<file path="src/design/bsld_pkg.sv">
// ----------------------------------------------------------------------------
// bsld_pkg: shared types and constants of the button press detector
// Button count, field widths and the reset value of the long-press threshold.
// ----------------------------------------------------------------------------
package bsld_pkg;

	localparam int NUM_BUTTONS = 2;
	localparam int BTN_IDX_W   = 1;
	localparam int THR_W       = 10;

	typedef logic [NUM_BUTTONS-1:0] levels_t;
	typedef logic [BTN_IDX_W-1:0]   btn_idx_t;
	typedef logic [THR_W-1:0]       thr_t;

	// 2000 ms hold time at a 20 ms poll period
	localparam thr_t THR_RESET = thr_t'(2000 / 20);

endpackage

</file>
<file path="src/design/bsld_if.sv">
// ----------------------------------------------------------------------------
// bsld_if: valid/ready channels of the button press detector
// Poll channel in, event channel out, threshold write channel.
// ----------------------------------------------------------------------------
interface bsld_poll_if;
	import bsld_pkg::*;

	logic    valid;
	logic    ready;
	levels_t pin_levels;

	modport source (output valid, output pin_levels, input ready);
	modport sink   (input valid, input pin_levels, output ready);
endinterface

interface bsld_evt_if;
	import bsld_pkg::*;

	logic     valid;
	logic     ready;
	btn_idx_t button_index;
	logic     long_press;
	logic     last_event;

	modport source (output valid, output button_index, output long_press,
		output last_event, input ready);
	modport sink   (input valid, input button_index, input long_press,
		input last_event, output ready);
endinterface

interface bsld_cfg_if;
	import bsld_pkg::*;

	logic valid;
	logic ready;
	thr_t long_press_polls;

	modport source (output valid, output long_press_polls, input ready);
	modport sink   (input valid, input long_press_polls, output ready);
endinterface

</file>
<file path="src/design/button_short_long_press_detector.sv">
// Timing: a poll transferred into the poll stage loads its events into the result
//   register when it advances, and they are offered from that register.
// Throughput: one poll per cycle while no events are pending; the event register
//   drains one event per cycle while evt.ready is high, so a poll that causes
//   events keeps the next poll in the poll stage until its last event transfers.
// Reset: clears all per-button state and pending events, threshold set to 100.
// ----------------------------------------------------------------------------
// button_short_long_press_detector: debounced short/long press events
// Each poll carries the active-low levels of all buttons. A poll register feeds
// per-button debounce and hold counting; events go to a result register that
// hands them out lowest button first.
// ----------------------------------------------------------------------------
module button_short_long_press_detector #(
	parameter int COUNT_WIDTH = 10
) (
	input  logic        clk,
	input  logic        arst_n,
	bsld_poll_if.sink   poll,
	bsld_evt_if.source  evt,
	bsld_cfg_if.sink    cfg
);
	import bsld_pkg::*;

	localparam int CMP_W = (COUNT_WIDTH > THR_W) ? COUNT_WIDTH : THR_W;

	// poll stage
	logic    valid_s1;
	levels_t levels_s1;

	// per-button state
	levels_t                prev_q;
	levels_t                stable_q;
	levels_t                fired_q;
	logic [COUNT_WIDTH-1:0] cnt_q [NUM_BUTTONS];
	thr_t                   thr_q;

	// next state and events of the poll in the stage
	levels_t                pressed_w;
	levels_t                prev_nxt;
	levels_t                stable_nxt;
	levels_t                fired_nxt;
	logic [COUNT_WIDTH-1:0] cnt_nxt [NUM_BUTTONS];
	levels_t                emask;
	levels_t                elong;

	// result register
	levels_t  pend_q;
	levels_t  pend_long_q;
	levels_t  low_oh;
	btn_idx_t low_idx;
	logic     pend_last;
	logic     evt_xfer;
	logic     s1_adv;

	// threshold register
	assign cfg.ready = 1'b1;

	always_ff @(posedge clk or negedge arst_n) begin
		if (!arst_n) begin
			thr_q <= THR_RESET;
		end else if (cfg.valid && cfg.ready) begin
			thr_q <= cfg.long_press_polls;
		end
	end

	// handshake control
	assign evt_xfer  = evt.valid && evt.ready;
	assign s1_adv    = valid_s1 && ((pend_q == '0) || (evt_xfer && pend_last));
	assign poll.ready = !valid_s1 || s1_adv;

	// hold the poll until its events can enter the result register
	always_ff @(posedge clk or negedge arst_n) begin
		if (!arst_n) begin
			valid_s1 <= 1'b0;
		end else if (poll.ready) begin
			valid_s1 <= poll.valid;
		end
	end

	always_ff @(posedge clk) begin
		if (poll.valid && poll.ready) begin
			levels_s1 <= poll.pin_levels;
		end
	end

	// debounce, press/release and hold counting per button
	assign pressed_w = ~levels_s1;

	always_comb begin
		for (int i = 0; i < NUM_BUTTONS; i++) begin
			prev_nxt[i]   = prev_q[i];
			stable_nxt[i] = stable_q[i];
			fired_nxt[i]  = fired_q[i];
			cnt_nxt[i]    = cnt_q[i];
			emask[i]      = 1'b0;
			elong[i]      = 1'b0;
			if (pressed_w[i] != prev_q[i]) begin
				prev_nxt[i] = pressed_w[i];
			end else begin
				if (pressed_w[i] != stable_q[i]) begin
					stable_nxt[i] = pressed_w[i];
					if (pressed_w[i]) begin
						cnt_nxt[i]   = '0;
						fired_nxt[i] = 1'b0;
					end else if (!fired_q[i]) begin
						emask[i] = 1'b1;
					end
				end
				if (pressed_w[i] && !fired_nxt[i]) begin
					if (CMP_W'(cnt_nxt[i]) >= CMP_W'(thr_q)) begin
						fired_nxt[i] = 1'b1;
						emask[i]     = 1'b1;
						elong[i]     = 1'b1;
					end else if (!(&cnt_nxt[i])) begin
						cnt_nxt[i] = cnt_nxt[i] + COUNT_WIDTH'(1);
					end
				end
			end
		end
	end

	// advance button state with the poll
	always_ff @(posedge clk or negedge arst_n) begin
		if (!arst_n) begin
			prev_q   <= '0;
			stable_q <= '0;
			fired_q  <= '0;
			for (int i = 0; i < NUM_BUTTONS; i++) begin
				cnt_q[i] <= '0;
			end
		end else if (s1_adv) begin
			prev_q   <= prev_nxt;
			stable_q <= stable_nxt;
			fired_q  <= fired_nxt;
			for (int i = 0; i < NUM_BUTTONS; i++) begin
				cnt_q[i] <= cnt_nxt[i];
			end
		end
	end

	// pick the lowest pending button
	assign low_oh    = pend_q & (~pend_q + levels_t'(1));
	assign pend_last = (pend_q & (pend_q - levels_t'(1))) == '0;

	always_comb begin
		low_idx = '0;
		for (int i = 0; i < NUM_BUTTONS; i++) begin
			if (low_oh[i]) begin
				low_idx = btn_idx_t'(i);
			end
		end
	end

	// load events of a poll, drop each one after its transfer
	always_ff @(posedge clk or negedge arst_n) begin
		if (!arst_n) begin
			pend_q <= '0;
		end else if (s1_adv) begin
			pend_q <= emask;
		end else if (evt_xfer) begin
			pend_q <= pend_q & ~low_oh;
		end
	end

	always_ff @(posedge clk) begin
		if (s1_adv) begin
			pend_long_q <= elong;
		end
	end

	assign evt.valid        = |pend_q;
	assign evt.button_index = low_idx;
	assign evt.long_press   = |(low_oh & pend_long_q);
	assign evt.last_event   = pend_last;

	// a pending long event needs a held button, a pending short one a released button
	a_pend_kind: assert property (@(posedge clk) disable iff (!arst_n)
		(pend_q & (pend_long_q ^ stable_q)) == '0)
		else $error("pending event kind disagrees with button state");

	// an accepted poll occupies the poll stage next cycle
	a_poll_held: assert property (@(posedge clk) disable iff (!arst_n)
		poll.valid && poll.ready |=> valid_s1)
		else $error("accepted poll lost");

	// events of one poll come out without a gap
	a_evt_burst: assert property (@(posedge clk) disable iff (!arst_n)
		evt_xfer && !evt.last_event |=> evt.valid)
		else $error("event burst broken before last event");

	// within one poll, events leave in rising button order
	a_evt_order: assert property (@(posedge clk) disable iff (!arst_n)
		evt_xfer && !evt.last_event |=> evt.button_index > $past(evt.button_index))
		else $error("events out of button order");

endmodule
</file>
<file path="src/flat_wrapper.sv">
// flat-port wrapper written by rule: the top's interface ports become plain ports
module button_short_long_press_detector_flat import bsld_pkg::*;
#(
	parameter int COUNT_WIDTH = 10
)
  (clk, arst_n, poll_valid, poll_pin_levels, poll_ready, evt_valid, evt_button_index, evt_long_press, evt_last_event, evt_ready, cfg_valid, cfg_long_press_polls, cfg_ready);
  bsld_poll_if poll_i ();
  bsld_evt_if evt_i ();
  bsld_cfg_if cfg_i ();
  input  logic clk;
  input  logic arst_n;
  input wire logic [$bits(poll_i.valid)-1:0] poll_valid;
  input wire logic [$bits(poll_i.pin_levels)-1:0] poll_pin_levels;
  output wire logic [$bits(poll_i.ready)-1:0] poll_ready;
  output wire logic [$bits(evt_i.valid)-1:0] evt_valid;
  output wire logic [$bits(evt_i.button_index)-1:0] evt_button_index;
  output wire logic [$bits(evt_i.long_press)-1:0] evt_long_press;
  output wire logic [$bits(evt_i.last_event)-1:0] evt_last_event;
  input wire logic [$bits(evt_i.ready)-1:0] evt_ready;
  input wire logic [$bits(cfg_i.valid)-1:0] cfg_valid;
  input wire logic [$bits(cfg_i.long_press_polls)-1:0] cfg_long_press_polls;
  output wire logic [$bits(cfg_i.ready)-1:0] cfg_ready;
  assign poll_i.valid = poll_valid;
  assign poll_i.pin_levels = poll_pin_levels;
  assign poll_ready = poll_i.ready;
  assign evt_valid = evt_i.valid;
  assign evt_button_index = evt_i.button_index;
  assign evt_long_press = evt_i.long_press;
  assign evt_last_event = evt_i.last_event;
  assign evt_i.ready = evt_ready;
  assign cfg_i.valid = cfg_valid;
  assign cfg_i.long_press_polls = cfg_long_press_polls;
  assign cfg_ready = cfg_i.ready;
  button_short_long_press_detector #(.COUNT_WIDTH(COUNT_WIDTH)) u_core (.clk(clk), .arst_n(arst_n), .poll(poll_i), .evt(evt_i), .cfg(cfg_i));
endmodule
</file>
<file path="config.mk">
export PLATFORM = sky130hd
export DESIGN_NAME = button_short_long_press_detector_flat
export DESIGN_NICKNAME = d
export VERILOG_FILES = /design/src/design/bsld_pkg.sv /design/src/design/bsld_if.sv /design/src/design/button_short_long_press_detector.sv /design/src/flat_wrapper.sv
export SDC_FILE = /design/constraint.sdc
export NUM_CORES = 1
export LEC_CHECK = 0
export BUFFER_PORTS_ARGS = -buffer_cell sky130_fd_sc_hd__buf_4
export CORE_MARGIN = 4
export CORE_UTILIZATION = 42
export DETAILED_ROUTE_END_ITERATION = 7
export SYNTH_ARGS = -nofsm -noshare
export SYNTH_HDL_FRONTEND = slang
export SYNTH_SLANG_ARGS = --single-unit
</file>
<file path="constraint.sdc">
create_clock -name clk -period 8.5 [get_ports clk]
set_clock_uncertainty 0.05 [all_clocks]
set_input_delay 1.7 -clock clk [delete_from_list [all_inputs] [get_ports clk]]
set_output_delay 1.7 -clock clk [all_outputs]
set_load 0.02 [all_outputs]
</file>
==> summary.md, run 1 <==
| Metric | Value |
|---|---|
| Start of the worst register-to-register path | `u_core.levels_s1[1]` |
| Hold buffer count at CTS | `0` |
| Largest area contributor in the netlist | `dfrtp_1` |
| Adder-cell share of the synthesized area | `0.0957` |
| Worst-Margin Slew | `0.650 ns` |
| Slew Limit Fails | `0` |
| Clock tree from TritonCTS | `yes` |
| Final min period | `slightly above 4 ns` |
| Chip Width | `~90 microns` |
| Post-synthesis xor/xnor area fraction | `0.0335` |
| Main combinational cell family by area after synthesis | `simple AND/OR/NAND/NOR gates` |
| CP Max Fanout | `4` |
| Hold Startpoint | `u_core.fired_q[0]` |
| 1st-iter DRT viols | `~120` |
| DRT antenna net count | `0` |
| Initial Utilization | `0.443` |
| Port bufs | `21` |
| #FFs+latches synth | `43` |
| Setup violators final | `0` |
| Vias per cell | `5.64` |
| Top cell type's share of synthesized area | `0.313` |
| Clock root cell | `clkbuf_8` |
| Die area | `between 0.008 and 0.009 sq mm` |
| Clock sink total | `between 40 and 50` |
| Worst setup path category | `input pin to primary output` |
| # H-tree levels | `2` |
| R2R setup slack | `between 5 and 6 ns` |
| GRT overflow | `0` |
| HP Class | `flip-flop to flip-flop` |
| Yosys cell types | `60` |
| Core area | `0.00649 sq mm` |
| Largest net degree at the start of global routing | `40` |
| DRC errors left | `0` |
| FF-to-FF End | `u_core.cnt_q[8]` |
| Leakage | `between 1 and 1.5 nW` |
| Layout area overhead | `9.40%` |
| Met2 WL | `2.82 mm` |
| Synthesized area per cell | `roughly 9 sq um` |
| TritonRoute pass-1 iters | `4` |
| Final GP Congestion | `0.841` |
| Clk slew on worst S/H paths | `~0.08 ns` |
| TNS Setup | `0 ns` |
| WP data required | `6.75 ns` |
| RSZ-0062 raised after global routing | `false` |
| Setup crit start kind | `input pin` |
| Ranking of synthesized cells by area | `dfrtp_1 (31%), ha_1 (9.6%), nand2_1 (5.7%)` |
| DP Wirelength | `~4.6 mm` |
| Worst Setup End Kind | `primary output` |
| Sequential share of the synthesized area | `0.383` |
| Period utilization | `0.482` |
| Outcome | `finished clean` |
| Share of cells above drive strength 1 | `0.165` |
| DR vias | `between 2000 and 2500` |
| Hold Path Sink | `u_core.fired_q[0]` |
| Non-filler instance count after layout | `between 400 and 500` |
| Initial antenna violation count | `0` |
| Post-Synthesis Cells | `around 320` |
| N_diodes | `0` |
| Power Total | `0.744 mW` |
| Dpl cells | `around 400` |
| First-pass GRT wire length | `~11 mm` |
| Mux contribution to synthesized area | `0.0113` |
| Hold Vio Cnt, Final | `0` |
| WL met1 | `approximately 3.1 mm` |
| Fill cells | `between 600 and 700` |
| Total track usage | `0.160` |
| CP arrival | `around 2.3 ns` |
| CTS Buf Count | `5` |
| Syn Nets | `around 350` |
| CTS Buffer Depth | `2` |
| Worst vdd ir | `approximately 0.16 mV` |
| Clk_lat worst skew | `roughly 0.3 ns` |
| Leading register cell type out of synthesis | `dfrtp_1` |
| Worst slew margin | `0.565` |
| Num rows | `29` |
| Syn Std Cell Area | `0.00288 sq mm` |
| Die height | `between 90 and 100 microns` |
| P per Cell Area | `approximately 240 mW/mm^2` |
| I/O Pins | `23` |
| Layout Nets | `between 300 and 400` |
| Synth warn | `0` |
| Share of synthesized registers carrying an async set or reset | `0.907` |
| Vias in the first global route | `about 2300` |
| Simple-Gate Fraction of Synth Area | `0.279` |
| Resize count post-CTS | `0` |
| Postcts setup bufs | `0` |
| Compound-gate portion of the synthesized area | `0.146` |
| Met3 wire len | `~260 microns` |
| Max Cap Violations | `0` |
| R2R depth | `9` |
| Average routed wire per standard cell | `roughly 15 microns` |
| Max frequency | `approximately 240 MHz` |
| Max layer used | `met4` |
| Drt total wl | `6.27 mm` |
| EDFF count, synth | `4` |
| Worst hold path depth | `2` |
## per-layer routing
| layer | global-route usage | vias to the layer above |
|---|---|---|
| li1 | - | 1158 |
| met1 | 0.219 | 1115 |
| met2 | 0.251 | 41 |
| met3 | 0.0392 | 4 |
| met4 | 0.0395 | 0 |
| met5 | 0 | - |
## per-stage QoR
stage | setup WS [ns] | hold WS (ns) | utilization | instance area (sq um)
global placement | 4.41 | 0.442 | 0.471 | 3060
floorplan | 4.63 | 0.415 | - | 2880
CTS | 4.40 | 0.474 | 0.484 | 3150
finish | 4.41 | 0.476 | 0.484 | 3150
detailed placement | 4.41 | 0.455 | 0.471 | 3060
global route | 4.36 | 0.519 | 0.484 | 3150
## worst max-delay path by stage
stage | from | cells past startpoint | endpoint | slack (ns)
CTS | evt_ready | 5 | poll_ready | 4.40
finish | evt_ready | 5 | poll_ready | 4.41
floorplan | evt_ready | 3 | poll_ready | 4.63
global route | evt_ready | 5 | poll_ready | 4.36
detailed placement | evt_ready | 5 | poll_ready | 4.41
global placement | evt_ready | 5 | poll_ready | 4.41
## cell usage after synthesis (2+ instances only)
cell / n
a21o_1: 4
a21oi_1: 12
o21ai_0: 23
nor4_1: 3
nand3_1: 11
clkbuf_1: 2
nand4_1: 9
dfstp_2: 3
nor2_1: 13
a21oi_2: 2
nor3_4: 4
a22o_1: 2
nand2_2: 3
and2_1: 17
dfrtp_1: 36
nand2_1: 44
o211ai_1: 3
xor2_1: 10
edfxtp_1: 4
nand2b_1: 7
and3_1: 8
buf_6: 3
a41oi_1: 2
buf_4: 2
nor2_2: 2
nor3_1: 7
or2_1: 2
mux2_2: 2
o21ai_1: 2
inv_1: 17
o31ai_1: 2
a211oi_1: 3
ha_1: 22
buf_2: 3
## kinds of logic after synthesis
logic type,after synthesis
simple gates,141
compound gates,65
flops,43
buf+inv,29
fa+ha+maj,22
xor+xnor,11
mux,3
other cells,1
## power breakdown
part	total, mW	internal [mW]	switching [mW]
registers	0.305	0.255	0.0497
clock network	0.131	0.0564	0.0749
logic	0.308	0.121	0.187
## cells in the final DEF (no fill, tap or decap), types with 5 or more instances in the layout
master / instances
nand2_1: 44
nand4_1: 9
clkbuf_8: 5
nor3_1: 7
and2_1: 17
nand2b_1: 7
and3_1: 8
inv_1: 17
ha_1: 22
nand3_1: 11
dfrtp_1: 36
xor2_1: 10
nor2_1: 13
buf_4: 22
o21ai_0: 23
a21oi_1: 12
## registers in the layout (all words and copies together), names as in the netlist
name / count
u_core.cnt_q: 20
u_core.fired_q: 2
u_core.levels_s1: 2
u_core.pend_long_q: 2
u_core.pend_q: 2
u_core.prev_q: 2
u_core.stable_q: 2
u_core.thr_q: 10
u_core.valid_s1: 1
## cell type report
class	count	area, sq um	area share
multi-input cells	243	1630	0.518
well taps	77	96.3	0.0306
repair buffers	22	165	0.0525
inverters	18	70.1	0.0223
clock buffers	5	68.8	0.0219
clock inverters	3	15.0	0.00477
flip-flops and latches	43	1100	0.350
## critical path, stage by stage
cell      delay (ns)
buf_4           0.12
o21bai_2        0.20
nand2_1         0.08
nand2_1         0.07
buf_4           0.17
(Power assumes the default switching activity.)
==> run 2: changes to the inputs <==
Clock period 8.5 ns to 3.8 ns, I/O delays scaled along.
==> summary.md, run 2 (same netlist as run 1, synthesis figures left out) <==
| Metric | Value |
|---|---|
| Outcome | `finished clean` |
| Clock root cell | `clkbuf_8` |
| Worst vdd ir | `0.281 mV (+81%)` |
| Postcts setup bufs | `0 (unchanged)` |
| Slew Limit Fails | `0 (unchanged)` |
| Final GP Congestion | `0.843 (+0.30%)` |
| Port bufs | `21 (unchanged)` |
| Clk slew on worst S/H paths | `0.09 ns (about the same)` |
| Die height | `90.7 microns (unchanged)` |
| Non-filler instance count after layout | `411 (unchanged)` |
| # H-tree levels | `2 (unchanged)` |
| Max Cap Violations | `0 (unchanged)` |
| Drt total wl | `6.10 mm (-2.7%)` |
| CP top delay family | `simple AND/OR/NAND/NOR gates` |
| Max reg flops | `20 (unchanged)` |
| Worst Setup End Kind | `flip-flop` |
| DRT antenna net count | `0 (unchanged)` |
| CP arrival | `3.18 ns (+0.84 ns)` |
| P per Cell Area | `533 mW/mm^2 (+130%)` |
| Worst setup path category | `flip-flop to flip-flop` |
| HP Class | `input pin to async pin` |
| Setup crit start kind | `flip-flop` |
| Hold Vio Cnt, Final | `0 (unchanged)` |
| DR vias | `2245 (-3.1%)` |
| N_diodes | `0 (unchanged)` |
| Worst path bufs/invs | `0 (-2)` |
| Clock tree from TritonCTS | `yes` |
| Period utilization | `0.803` |
| Dpl cells | `403 (unchanged)` |
| CTS Buffer Depth | `2 (unchanged)` |
| Setup violators final | `0 (unchanged)` |
| TNS Setup | `0 ns (unchanged)` |
| Resize count post-CTS | `0 (unchanged)` |
| Num rows | `29 (unchanged)` |
| I/O Pins | `23 (unchanged)` |
| Max frequency | `roughly 330 MHz` |
| Largest net degree at the start of global routing | `40 (unchanged)` |
| Initial Utilization | `0.443 (unchanged)` |
| TritonRoute pass-1 iters | `4 (unchanged)` |
| RSZ-0062 raised after global routing | `false` |
| Leakage | `1.43 nW (+0.27%)` |
| Critical path depth in cells | `9 (+4)` |
| WP data required | `3.93 ns (-2.82 ns)` |
| DP Wirelength | `4.62 mm (-0.41%)` |
| Layout Nets | `372 (unchanged)` |
| Core area | `0.00649 sq mm (unchanged)` |
| Total track usage | `0.158 (-0.00152)` |
| Vias per cell | `5.46 (-3.1%)` |
| Commonest cells after routing, fill and taps aside | `nand2_1 (44), dfrtp_1 (36), o21ai_0 (23)` |
| Die area | `0.00823 sq mm (unchanged)` |
| 1st-iter DRT viols | `126 (+1.6%)` |
| Clk_lat worst skew | `0.29 ns (about the same)` |
| Layout area overhead | `9.97%` |
| FF/Latch Area | `0.00110 sq mm (unchanged)` |
| Slowest Stage Delay on Critical Path | `0.57 ns (+0.37 ns)` |
| Clock sink total | `43 (unchanged)` |
| Multi-input combinational cell area | `0.00163 sq mm (unchanged)` |
| Worst slew margin | `0.591 (+0.0254)` |
| DRC errors left | `0 (unchanged)` |
| First-pass GRT wire length | `10.7 mm (-0.44%)` |
| CTS Buf Count | `5 (unchanged)` |
| Most common cell after layout, fill and taps aside | `nand2_1` |
| Average routed wire per standard cell | `14.8 microns (-2.7%)` |
| Biggest register | `u_core.cnt_q` |
| Chip Width | `90.7 microns (unchanged)` |
| Share of cells above drive strength 1 | `0.162 (-0.00299)` |
| Fill cells | `635 (+0.32%)` |
| Biggest regs | `u_core.cnt_q x20, u_core.thr_q x10` |
| Crit-path cells | `or2_1 > nand2_1 > ha_1 > nand2b_1 > a211oi_1 > nor3_1 > nor3_4 > nand3_1 > o311a_1` |
| CP Max Fanout | `17 (+13)` |
| Vias in the first global route | `2253 (-1.4%)` |
| Final min period | `between 3 and 4 ns` |
| GRT overflow | `0 (unchanged)` |
| Crit-path slowest cell | `edfxtp_1` |
| Initial antenna violation count | `0 (unchanged)` |
| Worst-Margin Slew | `0.608 ns (-0.0416 ns)` |
| Hold buffer count at CTS | `0 (unchanged)` |
| R2R depth | `9 (unchanged)` |
## run 2: cell count changes in the layout (fill, tap and decap cells not counted)
cell,previous run,this run
clkinv_2,3,0
clkbuf_8,5,7
clkbuf_1,0,1
## run 2: metal layers
layer,routed length [microns],GRT usage
met2,2690,0.234
met1,3100,0.231
met3,275,0.0367
met4,30,0.0408
met5,0,0
## run 2: final cells by class
class	count	area share
clock buffer	8	0.0317
inverter	18	0.0222
timing repair buffer	22	0.0522
tap	77	0.0305
sequential	43	0.348
multi-input combinational	243	0.516
## run 2: final timing paths
path | startpoint | end | slack (ns)
setup / recovery | u_core.levels_s1[1] | u_core.cnt_q[8] | 0.75
min in group clk | u_core.fired_q[0] | u_core.fired_q[0] | 0.46
max in group asynchronous | arst_n | u_core.thr_q[5] | 2.95
hold / removal | arst_n | u_core.cnt_q[1] | 0.38
hold reg to reg | u_core.fired_q[0] | u_core.fired_q[0] | 0.46
setup reg to reg | u_core.levels_s1[1] | u_core.cnt_q[8] | 0.75
## run 2: through the flow
stage	worst slack, ns	utilization	hold slack, ns	power, mW	instance area [sq um]
floorplan	1.14	-	0.414	1.20	2880
global placement	0.783	0.471	0.437	1.36	3060
detailed placement	0.761	0.471	0.446	1.38	3060
CTS	0.755	0.487	0.405	1.71	3160
global route	0.446	0.487	0.425	1.84	3160
finish	0.748	0.487	0.378	1.68	3160
## run 2: where the power goes
group / switching [mW] / internal, mW / total (mW)
logic: 0.413 / 0.269 / 0.682
registers: 0.110 / 0.570 / 0.680
clock network: 0.156 / 0.166 / 0.322
total: 0.679 / 1.01 / 1.68
